===== config.mk =====
export PLATFORM = sky130hd
export DESIGN_NAME = smoothstep_fade_ramp_controller
export DESIGN_NICKNAME = d
export VERILOG_FILES = /design/src/rtl/core/smfr_pkg.sv /design/src/rtl/core/smfr_ctrl.sv /design/src/rtl/core/smfr_datapath.sv /design/src/rtl/core/smoothstep_fade_ramp_controller.sv
export SDC_FILE = /design/constraint.sdc
export NUM_CORES = 1
export LEC_CHECK = 0
export BUFFER_PORTS_ARGS = -buffer_cell sky130_fd_sc_hd__buf_2
export CAP_MARGIN = 15
export CELL_PAD_IN_SITES_DETAIL_PLACEMENT = 1
export CELL_PAD_IN_SITES_GLOBAL_PLACEMENT = 1
export CORE_MARGIN = 5
export CORE_UTILIZATION = 50
export CTS_CLUSTER_DIAMETER = 120
export DETAILED_ROUTE_END_ITERATION = 8
export PLACE_DENSITY_LB_ADDON = 0.08
export SETUP_SLACK_MARGIN = 0.15
export SLEW_MARGIN = 10
export SYNTH_ARGS = -nofsm -noshare
export SYNTH_HDL_FRONTEND = slang
export SYNTH_SLANG_ARGS = --single-unit

===== constraint.sdc =====
create_clock -name i_clk -period 13.3 [get_ports i_clk]
set_input_delay 0 -clock i_clk [delete_from_list [all_inputs] [get_ports i_clk]]
set_output_delay 0 -clock i_clk [all_outputs]
set_load 0.01 [all_outputs]

===== src/rtl/core/smfr_pkg.sv =====
// Shared constants, request and mode codes, and controller/datapath interface types.
package smfr_pkg;

    // Default widths of the timer and of the alpha fraction
    localparam int TIME_BITS_DEF       = 16;
    localparam int ALPHA_FRAC_BITS_DEF = 16;

    // Fixed field widths
    localparam int REQ_W  = 2;
    localparam int DUR_W  = 16;
    localparam int MODE_W = 2;

    // Fade length after reset, in ticks
    localparam int RESET_LENGTH = 23;

    // Request codes
    localparam logic [REQ_W-1:0] REQ_TICK  = 2'd0;
    localparam logic [REQ_W-1:0] REQ_IN    = 2'd1;
    localparam logic [REQ_W-1:0] REQ_OUT   = 2'd2;
    localparam logic [REQ_W-1:0] REQ_POLL  = 2'd3;

    // Mode codes
    localparam logic [MODE_W-1:0] MODE_IDLE = 2'd0;
    localparam logic [MODE_W-1:0] MODE_IN   = 2'd1;
    localparam logic [MODE_W-1:0] MODE_OUT  = 2'd2;
    localparam logic [MODE_W-1:0] MODE_FULL = 2'd3;

    // Commands from the controller to the datapath
    typedef struct packed {
        logic accept;
        logic div_step;
        logic mul1;
        logic mul2;
        logic finish;
        logic post;
    } t_cmd;

    // Status from the datapath to the controller
    typedef struct packed {
        logic need_curve;
    } t_status;

endpackage


===== src/rtl/core/smfr_ctrl.sv =====
// Sequencer that steps one request word through accept, then for a curve tick divide, multiply and finish, and post.
module smfr_ctrl #(
    parameter int ALPHA_FRAC_BITS = smfr_pkg::ALPHA_FRAC_BITS_DEF
) (
    input  logic             i_clk,
    input  logic             i_rst_n,
    input  logic             i_in_valid,
    input  logic             i_out_free,
    input  smfr_pkg::t_status i_status,
    output logic             o_in_ready,
    output smfr_pkg::t_cmd   o_cmd
);

    localparam int F  = ALPHA_FRAC_BITS;
    localparam int CW = $clog2(F);

    typedef enum logic [2:0] {
        ST_WAIT,
        ST_DIV,
        ST_MUL1,
        ST_MUL2,
        ST_FIN,
        ST_POST
    } t_state;

    t_state          r_state, n_state;
    logic [CW-1:0]   r_cnt, n_cnt;

    // Decode commands from the present state
    always_comb begin
        o_in_ready      = (r_state == ST_WAIT);
        o_cmd.accept    = (r_state == ST_WAIT) && i_in_valid;
        o_cmd.div_step  = (r_state == ST_DIV);
        o_cmd.mul1      = (r_state == ST_MUL1);
        o_cmd.mul2      = (r_state == ST_MUL2);
        o_cmd.finish    = (r_state == ST_FIN);
        o_cmd.post      = (r_state == ST_POST) && i_out_free;
    end

    // Next state and divide step count
    always_comb begin
        n_state = r_state;
        n_cnt   = r_cnt;
        case (r_state)
            ST_WAIT: begin
                n_cnt = '0;
                if (i_in_valid) begin
                    n_state = i_status.need_curve ? ST_DIV : ST_POST;
                end
            end
            ST_DIV: begin
                n_cnt = r_cnt + CW'(1);
                if (r_cnt == CW'(F - 1)) begin
                    n_state = ST_MUL1;
                end
            end
            ST_MUL1: n_state = ST_MUL2;
            ST_MUL2: n_state = ST_FIN;
            ST_FIN:  n_state = ST_POST;
            ST_POST: begin
                if (i_out_free) begin
                    n_state = ST_WAIT;
                end
            end
            default: n_state = ST_WAIT;
        endcase
    end

    // Hold state and step count
    always_ff @(posedge i_clk) begin
        if (!i_rst_n) begin
            r_state <= ST_WAIT;
            r_cnt   <= '0;
        end else begin
            r_state <= n_state;
            r_cnt   <= n_cnt;
        end
    end

endmodule


===== src/rtl/core/smfr_datapath.sv =====
// Fade state registers, restoring divider and smoothstep multiplier chain.
module smfr_datapath #(
    parameter int TIME_BITS       = smfr_pkg::TIME_BITS_DEF,
    parameter int ALPHA_FRAC_BITS = smfr_pkg::ALPHA_FRAC_BITS_DEF
) (
    input  logic                           i_clk,
    input  logic                           i_rst_n,
    input  smfr_pkg::t_cmd                 i_cmd,
    input  logic [smfr_pkg::REQ_W-1:0]     i_req,
    input  logic [smfr_pkg::DUR_W-1:0]     i_dur,
    output smfr_pkg::t_status              o_status,
    output logic [ALPHA_FRAC_BITS:0]       o_alpha,
    output logic [smfr_pkg::MODE_W-1:0]    o_mode,
    output logic                           o_active,
    output logic                           o_seen
);

    localparam int TW = TIME_BITS;
    localparam int F  = ALPHA_FRAC_BITS;
    localparam int PW = 2 * F + 3;

    localparam logic [F:0]      ALPHA_ONE = (F + 1)'(1) << F;
    localparam logic [F+1:0]    K_THREE   = (F + 2)'(3) << F;
    localparam logic [2*F:0]    HALF_SQ   = (2 * F + 1)'(1) << (F - 1);
    localparam logic [PW-1:0]   HALF_PR   = PW'(1) << (F - 1);
    localparam logic [32:0]     TMAX33    = (33'd1 << TW) - 33'd1;

    // Fade state
    logic [smfr_pkg::MODE_W-1:0] r_mode, n_mode;
    logic [TW-1:0]               r_elapsed, n_elapsed;
    logic [TW-1:0]               r_len, n_len;
    logic [F:0]                  r_opacity, n_opacity;
    logic                        r_done, n_done;
    logic                        r_seen, n_seen;

    // Arithmetic registers
    logic [TW:0]     r_rem;
    logic [F-1:0]    r_quo;
    logic [2*F-1:0]  r_sq;
    logic [F+1:0]    r_k;
    logic [PW-1:0]   r_prod;

    logic [TW-1:0]   e_inc;
    logic [TW-1:0]   len_clip;
    logic            fading;
    logic [TW:0]     rem_sh;
    logic            rem_ge;
    logic [2*F:0]    sq_rnd;
    logic [F:0]      u_val;
    logic [PW-1:0]   pr_rnd;
    logic [F+2:0]    s_val;
    logic [F:0]      s_sat;

    // Advance the count with saturation, clip a new length into range
    always_comb begin
        e_inc  = (r_elapsed == '1) ? r_elapsed : r_elapsed + TW'(1);
        fading = (r_mode == smfr_pkg::MODE_IN) || (r_mode == smfr_pkg::MODE_OUT);
        if (i_dur == '0) begin
            len_clip = TW'(1);
        end else if (32'(i_dur) > TMAX33[31:0]) begin
            len_clip = '1;
        end else begin
            len_clip = TW'(i_dur);
        end
        o_status.need_curve = (i_req == smfr_pkg::REQ_TICK) && fading && (e_inc < r_len);
    end

    // Divider step and curve arithmetic
    always_comb begin
        rem_sh = {r_rem[TW-1:0], 1'b0};
        rem_ge = (rem_sh >= {1'b0, r_len});
        sq_rnd = (2 * F + 1)'(r_sq) + HALF_SQ;
        u_val  = sq_rnd[2*F:F];
        pr_rnd = r_prod + HALF_PR;
        s_val  = pr_rnd[PW-1:F];
        s_sat  = (s_val > (F + 3)'(ALPHA_ONE)) ? ALPHA_ONE : s_val[F:0];
    end

    // Apply the request to the fade state
    always_comb begin
        n_mode    = r_mode;
        n_elapsed = r_elapsed;
        n_len     = r_len;
        n_opacity = r_opacity;
        n_done    = r_done;
        n_seen    = r_seen;
        if (i_cmd.accept) begin
            case (i_req)
                smfr_pkg::REQ_TICK: begin
                    if (fading) begin
                        if (e_inc >= r_len) begin
                            n_elapsed = r_len;
                            if (r_mode == smfr_pkg::MODE_IN) begin
                                n_mode    = smfr_pkg::MODE_IDLE;
                                n_opacity = '0;
                            end else begin
                                n_mode    = smfr_pkg::MODE_FULL;
                                n_opacity = ALPHA_ONE;
                                n_done    = 1'b1;
                            end
                        end else begin
                            n_elapsed = e_inc;
                        end
                    end else if (r_mode == smfr_pkg::MODE_FULL) begin
                        n_opacity = ALPHA_ONE;
                    end else begin
                        n_opacity = '0;
                    end
                end
                smfr_pkg::REQ_IN: begin
                    n_len     = len_clip;
                    n_elapsed = '0;
                    n_mode    = smfr_pkg::MODE_IN;
                    n_opacity = ALPHA_ONE;
                    n_done    = 1'b0;
                end
                smfr_pkg::REQ_OUT: begin
                    n_len     = len_clip;
                    n_elapsed = '0;
                    if (i_dur == '0) begin
                        // zero-length fade-out completes at once
                        n_mode    = smfr_pkg::MODE_FULL;
                        n_opacity = ALPHA_ONE;
                        n_done    = 1'b1;
                    end else begin
                        n_mode = smfr_pkg::MODE_OUT;
                        n_done = 1'b0;
                    end
                end
                default: ;
            endcase
            n_seen = n_done;
            if (i_req == smfr_pkg::REQ_POLL) begin
                n_done = 1'b0;
            end
        end
        if (i_cmd.finish) begin
            n_opacity = (r_mode == smfr_pkg::MODE_IN) ? (ALPHA_ONE - s_sat) : s_sat;
        end
    end

    // Hold fade state
    always_ff @(posedge i_clk) begin
        if (!i_rst_n) begin
            r_mode    <= smfr_pkg::MODE_FULL;
            r_elapsed <= '0;
            r_len     <= TW'(smfr_pkg::RESET_LENGTH);
            r_opacity <= ALPHA_ONE;
            r_done    <= 1'b0;
            r_seen    <= 1'b0;
        end else begin
            r_mode    <= n_mode;
            r_elapsed <= n_elapsed;
            r_len     <= n_len;
            r_opacity <= n_opacity;
            r_done    <= n_done;
            r_seen    <= n_seen;
        end
    end

    // Divide one quotient bit per cycle, then square and scale
    always_ff @(posedge i_clk) begin
        if (i_cmd.accept) begin
            r_rem <= {1'b0, e_inc};
            r_quo <= '0;
        end else if (i_cmd.div_step) begin
            r_rem <= rem_ge ? (rem_sh - {1'b0, r_len}) : rem_sh;
            r_quo <= {r_quo[F-2:0], rem_ge};
        end
        if (i_cmd.mul1) begin
            r_sq <= (2 * F)'(r_quo) * (2 * F)'(r_quo);
            r_k  <= K_THREE - (F + 2)'({r_quo, 1'b0});
        end
        if (i_cmd.mul2) begin
            r_prod <= PW'(u_val) * PW'(r_k);
        end
    end

    // Result fields from the state after the request
    assign o_alpha  = r_opacity;
    assign o_mode   = r_mode;
    assign o_active = (r_mode != smfr_pkg::MODE_IDLE) || (r_opacity != '0);
    assign o_seen   = r_seen;

endmodule


===== src/rtl/core/smoothstep_fade_ramp_controller.sv =====
// Top level of the smoothstep fade ramp controller with its output word register.
//
// Input channel (s side): one word per request. tuser carries the request kind
// (tick, start fade-in, start fade-out, poll), tdata the fade length in ticks.
// Output channel (m side): exactly one word per request, giving alpha, mode,
// active and the completion flag as they stand after that request.
// A tick that advances a running fade computes t = elapsed/length with a
// restoring divider, ALPHA_FRAC_BITS quotient bits at one quotient bit per cycle,
// then passes the multiply states MUL1 and MUL2 and the rounding state FIN
// before the post state. Every other request goes from acceptance straight to
// the post state. A new request word is taken only after the result of the
// previous one has been posted to the output register.
// The result sits in an output register, so the next request is accepted while
// a result still waits; when the receiver stalls, a finished second result
// holds in the sequencer and tready stays low until the register frees.
// Reset (synchronous, active low) sets mode full, alpha 1.0, length 23 ticks,
// count zero, flag clear, and empties the output register.
module smoothstep_fade_ramp_controller #(
    parameter int TIME_BITS       = smfr_pkg::TIME_BITS_DEF,
    parameter int ALPHA_FRAC_BITS = smfr_pkg::ALPHA_FRAC_BITS_DEF,
    localparam int OUT_W = ((ALPHA_FRAC_BITS + 5 + 7) / 8) * 8
) (
    input  logic                         i_clk,
    input  logic                         i_rst_n,
    input  logic                         i_s_tvalid,
    output logic                         o_s_tready,
    input  logic [smfr_pkg::DUR_W-1:0]   i_s_tdata,   // duration_ticks
    input  logic [smfr_pkg::REQ_W-1:0]   i_s_tuser,   // req_type
    output logic                         o_m_tvalid,
    input  logic                         i_m_tready,
    output logic [OUT_W-1:0]             o_m_tdata    // alpha, mode, active, fade_out_done
);

    localparam int F = ALPHA_FRAC_BITS;

    smfr_pkg::t_cmd    cmd;
    smfr_pkg::t_status status;
    logic [F:0]                    alpha;
    logic [smfr_pkg::MODE_W-1:0]   mode;
    logic                          active;
    logic                          seen;
    logic                          out_free;

    logic                r_out_valid;
    logic [OUT_W-1:0]    r_out_data;

    smfr_ctrl #(
        .ALPHA_FRAC_BITS(ALPHA_FRAC_BITS)
    ) u_ctrl (
        .i_clk      (i_clk),
        .i_rst_n    (i_rst_n),
        .i_in_valid (i_s_tvalid),
        .i_out_free (out_free),
        .i_status   (status),
        .o_in_ready (o_s_tready),
        .o_cmd      (cmd)
    );

    smfr_datapath #(
        .TIME_BITS      (TIME_BITS),
        .ALPHA_FRAC_BITS(ALPHA_FRAC_BITS)
    ) u_datapath (
        .i_clk    (i_clk),
        .i_rst_n  (i_rst_n),
        .i_cmd    (cmd),
        .i_req    (i_s_tuser),
        .i_dur    (i_s_tdata),
        .o_status (status),
        .o_alpha  (alpha),
        .o_mode   (mode),
        .o_active (active),
        .o_seen   (seen)
    );

    assign out_free = !r_out_valid || i_m_tready;

    // Load a result word when posted, drop it once taken
    always_ff @(posedge i_clk) begin
        if (!i_rst_n) begin
            r_out_valid <= 1'b0;
        end else if (cmd.post) begin
            r_out_valid <= 1'b1;
        end else if (i_m_tready) begin
            r_out_valid <= 1'b0;
        end
    end

    always_ff @(posedge i_clk) begin
        if (cmd.post) begin
            r_out_data <= OUT_W'({seen, active, mode, alpha});
        end
    end

    assign o_m_tvalid = r_out_valid;
    assign o_m_tdata  = r_out_data;

endmodule


==> Yosys cells after proc, flatten, opt, wreduce, memory -nomap -nowiden <==
Cells that the tools add are included.
{ "word_totals": {"register_bits": 199, "out_inout_bits": 26, "input_bits": 22, "elab_cells": 111} }
{ "op_classes": {"add_sub_neg": 7, "mux": 37, "reduce_logical": 26, "multipliers": 2, "n_eq_ne": 20, "n_lt_le_gt_ge": 4} }
{ "op_table": {"columns": ["op", "count"], "rows": [
  ["17-bit two-way mux", 9],
  ["16-bit two-way mux", 7],
  ["17-bit one-hot mux with 3 select lines", 1],
  ["35-bit by 16-bit adder with 35-bit output (second input constant)", 1],
  ["17-bit by 18-bit multiplier with 35-bit output", 1],
  ["32-bit by 16-bit adder with 33-bit output (second input constant)", 1],
  ["16-bit by 16-bit multiplier with 32-bit output", 1],
  ["16-bit one-hot mux with 2 select lines", 1],
  ["19-bit by 17-bit > comparator with 1-bit output (second input constant)", 1],
  ["3-bit one-hot mux with 6 select lines", 1],
  ["18-bit by 17-bit subtractor with 18-bit output (first input constant)", 1],
  ["17-bit by 16-bit greater-or-equal comparator with 1-bit output", 1],
  ["17-bit nonzero test", 1],
  ["17-bit subtractor (first input constant)", 1],
  ["16-bit by 1-bit adder with 16-bit output (second input constant)", 1],
  ["16-bit == test (second input constant)", 1],
  ["16-bit greater-or-equal comparator", 1],
  ["16-bit logical NOT", 1],
  ["16-bit < comparator", 1],
  ["16-bit subtractor", 1],
  ["3-bit two-way mux", 4],
  ["2-bit nonzero test", 6],
  ["2-bit == test (second input constant)", 4],
  ["1-bit two-way mux", 8],
  ["25 further kinds", 40]
]} }

==> Logic depth before layout (Yosys ltp) <==
{ "depth": {"ltp_word": 8, "mapped_depth": 29, "depth_no_buf": 28} }

==> Hierarchy <==
From an unflattened synthesis, not the netlist that was laid out.
{ "unflattened": {"hier_cells": 2778, "hier_area_um2": 25222.9} }
{ "by_module_without_submodules": {"columns": ["mod", "area_each_um2", "instances", "seq_area_each_um2", "cells_per_inst"], "rows": [
  ["smfr_datapath", 24095.6, 1, 3483.3, 2696],
  ["smoothstep_fade_ramp_controller", 705.7, 1, 650.6, 29],
  ["smfr_ctrl", 421.7, 1, 140.1, 53]
]} }

==> Least setup slack after synthesis <==
No wires, ideal clock.
{ "synth_path": {"kind": "register -> register", "from": "register u_datapath.r_sq[15]", "to": "register u_datapath.r_prod[28] (data pin)", "path_slack_ps": 6235, "path_buffers": 1, "period_less_slack_ps": 7065, "required_ps": 13027, "setup_time_ps": 273, "arrival_time_ps": 6791, "path_stages_with_launch": 27, "path_cell_list": "edfxtp_1 -> ha_1 -> nand2_1 -> nor2_1 -> nand4_1 -> nor2_1 -> xor2_1 -> clkbuf_1 -> nand2_1 -> fa_1 -> inv_1 -> fa_1 -> inv_1 -> fa_1 -> fa_1 -> fa_1 -> fa_1 -> inv_1 -> ha_1 -> a211o_1 -> a221o_1 -> a211oi_1 -> a21oi_1 -> nor2b_1 -> o311a_1 -> o21ai_0 -> a221oi_1"} }
{ "synth_between": {"elab_chain_len": 2} }
{ "synth_rtl": {"columns": ["element", "line_no", "source"], "rows": [
  ["from (decl)", "smfr_datapath.sv:39", "logic [2*F-1:0] r_sq;"],
  ["from (signal assigned)", "smfr_datapath.sv:171", "r_sq <= (2 * F)'(r_quo) * (2 * F)'(r_quo);"],
  ["32-bit by 16-bit adder with 33-bit output", "smfr_datapath.sv:72", "sq_rnd = (2 * F + 1)'(r_sq) + HALF_SQ;"],
  ["17-bit by 18-bit multiplier with 35-bit output", "smfr_datapath.sv:175", "r_prod <= PW'(u_val) * PW'(r_k);"],
  ["to (signal assigned)", "smfr_datapath.sv:175", null],
  ["to (decl)", "smfr_datapath.sv:41", "logic [PW-1:0] r_prod;"]
]} }
No other way between the ends.
A chain may end at the register's enable or synchronous reset.

==> Worst setup path after layout <==
{ "layout_path": {"from": "register u_datapath.r_sq[17]", "to": "register u_datapath.r_prod[28] (data pin)"} }
Same word-level chain as after synthesis.

==> impl_metrics.json <==
{
  "peakVddDrop_v": 0.000301,
  "drt_first_pass_iters": 5,
  "portBuffers": 44,
  "wl_per_cell_um": 20.0,
  "cpMostUsedCell": "fa_1",
  "synth_top_family_by_area": "adder cells",
  "die-area_um2": 55300,
  "num_vias": 19500,
  "synth_area_um2": 25300,
  "status": "finished, final reports clean",
  "p_leak_uw": 0.0133,
  "dp_hpwl_um": 54800,
  "hp-class": "input port to register",
  "slowest_stage": "xor2_2",
  "die_x_um": 235,
  "switching_power_uw": 2410,
  "critPathMaxFanout": 17,
  "period_share_pct": 57.8,
  "wl_met1_um": 30400,
  "ios": 48,
  "required_ps": 13500,
  "start_util_pct": 50.5,
  "cts-root-buf": "clkbuf_16",
  "first_iter_violations": 901,
  "seqPwrFrac_pct": 18.0,
  "die_h_um": 235,
  "hold_viol": 0,
  "postCtsSetupBuffers": 0,
  "synth_edf_count": 91,
  "grt_pass1_wl_um": 116000,
  "endpoint_kind": "register",
  "routed.top_layer": "met4",
  "critPathTopFamily": "adder cells",
  "viasPerCell": 5.60,
  "drt_wl_total_um": 69900,
  "synth_top_area_share_pct": 30.5,
  "rows": 82,
  "yosys_warnings": 0,
  "cts_tree": "yes",
  "synthArstFlopShare_pct": 0,
  "finalSetupTns_ps": 0,
  "syn_inst": 2796,
  "yosysMostFrequentCell": "inv_1",
  "yosys.area.top_type": "fa_1",
  "gp_congestion": 0.856,
  "fin_worst_skew_ps": 14.2,
  "finalSetupViolCount": 0,
  "clock_latency_ps": 470,
  "n_fill_cell": 5767,
  "h-tree-depth": 4,
  "crit_type": "register to register",
  "start_kind": "register",
  "crit_chain": "nand3_1 -> nor2_1 -> xor2_2 -> nand2_1 -> fa_1 -> inv_1 -> fa_1 -> fa_1 -> inv_1 -> fa_1 -> fa_1 -> fa_1 -> inv_1 -> ha_1 -> a211o_1 -> a221o_1 -> a211oi_1 -> a21oi_1 -> nor2b_1 -> o311a_1 -> o21ai_0 -> a221oi_1",
  "grt_pass1_vias": 22000,
  "track_usage_pct": 25.9,
  "drc": 0,
  "whs_ps": 122,
  "cts_buffer_depth": 2,
  "syn_to_final_growth_pct": 6.68,
  "synth-compound-area-share_pct": 8.49,
  "cp.arrival_ps": 7890,
  "maxSlewViolCount": 0,
  "clockPowerShare_pct": 10.2,
  "drive_gt1_share_pct": 5.72,
  "antenna_cells": 0,
  "path_buf_inv": 3,
  "cts_buffers": 17,
  "synth_cell_type_count": 87,
  "wl_met2_um": 35500,
  "fmax_mhz": 130,
  "grt_start_max_net_pins": 47,
  "cts.clk_slew.worst_paths_ps": 70,
  "final_nets": 3462,
  "antenna_found_initial": 0,
  "power_density_nw_per_um2": 184,
  "final.min_clock_period_ps": 7690,
  "relSlewSlack_pct": 24.8,
  "met3WireLength_um": 2250,
  "synthFlopType": "edfxtp_1",
  "ys_seq_area_share_pct": 16.9,
  "rsz0062_at_grt": "no",
  "core_um2": 50200,
  "yosys.area_share.adder_pct": 42.9,
  "maxCapViolCount": 0,
  "cts_resized": 0,
  "yosys_register_bits": 168,
  "ys_top_cells_by_area": "fa_1, ha_1, edfxtp_1, inv_1, dfxtp_1",
  "synth_mux_area_share_pct": 0.913,
  "cts_sinks": 168,
  "synth-simple-area-share_pct": 17.3,
  "syn_avg_cell_area_um2": 9.06,
  "yosys.area_share.xor_xnor_pct": 4.01,
  "sw_frac_of_total_pct": 48.3,
  "worst_slew_pin_slew_ps": 1130,
  "p_int_uw": 2580,
  "cpPeakStageDelay_ps": 820,
  "detail-route-antenna-nets": 0,
  "grt_overflow_total": 0,
  "synth.top_cells.by_count": "inv_1, nand2_1, fa_1",
  "p_comb_share_pct": 71.9
}
==> metrics by stage <==
stage | power [uW] | utilization (%) | instance area [um2] | cells | worst slack [ps]
after global placement | 4340 | 52.3 | 26200 | 3433 | 5990
after detailed placement | 4500 | 52.3 | 26200 | 3433 | 5650
after CTS | 5040 | 53.9 | 27000 | 3488 | 5620
final | 4980 | 53.9 | 27000 | 3488 | 5610
after global routing | 5540 | 53.9 | 27000 | 3488 | 5160
after floorplan | 3530 | - | 25300 | 2798 | 6240
==> path summary, 6_finish.rpt <==
kind,start,to,slack (ps),cells after the start
setup / recovery,u_datapath.r_sq[17],u_datapath.r_prod[28],5610,22
hold / removal,i_s_tuser[1],u_datapath.o_mode[1],120,4
setup reg to reg,u_datapath.r_sq[17],u_datapath.r_prod[28],5610,22
hold reg to reg,u_datapath.o_alpha[2],o_m_tdata[2],460,0
==> state kept, by name, indices dropped and copies added (netlist names) <==
register	cells
u_datapath.r_rem	16
u_datapath.o_alpha	17
u_ctrl.r_cnt	4
u_datapath.r_sq	18
o_m_tvalid	1
u_datapath.r_len	16
u_datapath.r_elapsed	16
u_datapath.o_mode	2
u_datapath.r_prod	20
u_datapath.r_quo	16
u_ctrl.r_state	3
u_datapath.r_done	1
u_datapath.o_seen	1
o_m_tdata	21
u_datapath.r_k	16
==> worst reg2reg max path, delay by kind of cell (launching register included) <==
kind	cells	cell delay (ps)
compound gates	7	1800
simple gates	4	860
buf+inv	3	160
xor+xnor	1	820
fa+ha+maj	7	3340
flops	1	440
==> cell families (layout without fill, tap and decap cells) <==
| group | after synthesis | in the layout |
|---|---|---|
| AND/OR/NAND/NOR | 906 | 906 |
| adder cells (fa/ha/maj) | 637 | 637 |
| buffers and inverters | 628 | 646 |
| AO/OA/AOI/OAI | 318 | 318 |
| flip-flops | 168 | 168 |
| XOR/XNOR | 116 | 116 |
| multiplexers | 22 | 22 |
| other | 1 | 3 |
==> per-layer routing <==
metal / vias to the layer above / global-route usage, %
met4: 0 / 7.34
met2: 352 / 45.9
met5: - / 0
met3: 114 / 2.76
met1: 10100 / 33.8
li1: 8928 / -
==> cell type report <==
class                      instances  area (um2)  share of cell area [%]
tap                              672         841                    3.11
multi-input combinational       2002       18700                    69.3
inverter                         519        1950                    7.21
timing repair buffer              95         661                    2.44
sequential                       168        4270                    15.8
clock buffer                      21         483                    1.79
clock inverter                    11         101                   0.375
==> power groups by stage <==
stage          clock network (uW)  registers [uW]  logic (uW)
6_report                      507             896        3580
3_3_place_gp                    0             901        3440
5_1_grt                       537             903        4100
4_1_cts                       520             893        3630
2_1_floorplan                   0             838        2690
3_5_place_dp                    0             904        3590
==> repair_timing <==
item	4_1_cts	5_1_grt
hold buffers	23	0
endpoints found under the hold margin	23	0
endpoints found under the setup margin	0	0
==> placed cells by master, fill, tap and decap left out, drive strengths merged, types with 15 or more instances in the layout <==
| cell | n |
|---|---|
| a211oi | 18 |
| a21o | 20 |
| a21oi | 71 |
| and2 | 168 |
| buf | 72 |
| clkbuf | 21 |
| dfxtp | 77 |
| dlygate4sd3 | 23 |
| edfxtp | 91 |
| fa | 386 |
| ha | 251 |
| inv | 517 |
| nand2 | 399 |
| nand3 | 53 |
| nand4 | 34 |
| nor2 | 111 |
| nor2b | 15 |
| nor3 | 44 |
| nor4 | 16 |
| o211ai | 26 |
| o21ai | 77 |
| or3 | 15 |
| xnor2 | 78 |
| xor2 | 38 |
No activity file was read; power rests on OpenSTA's default activity.
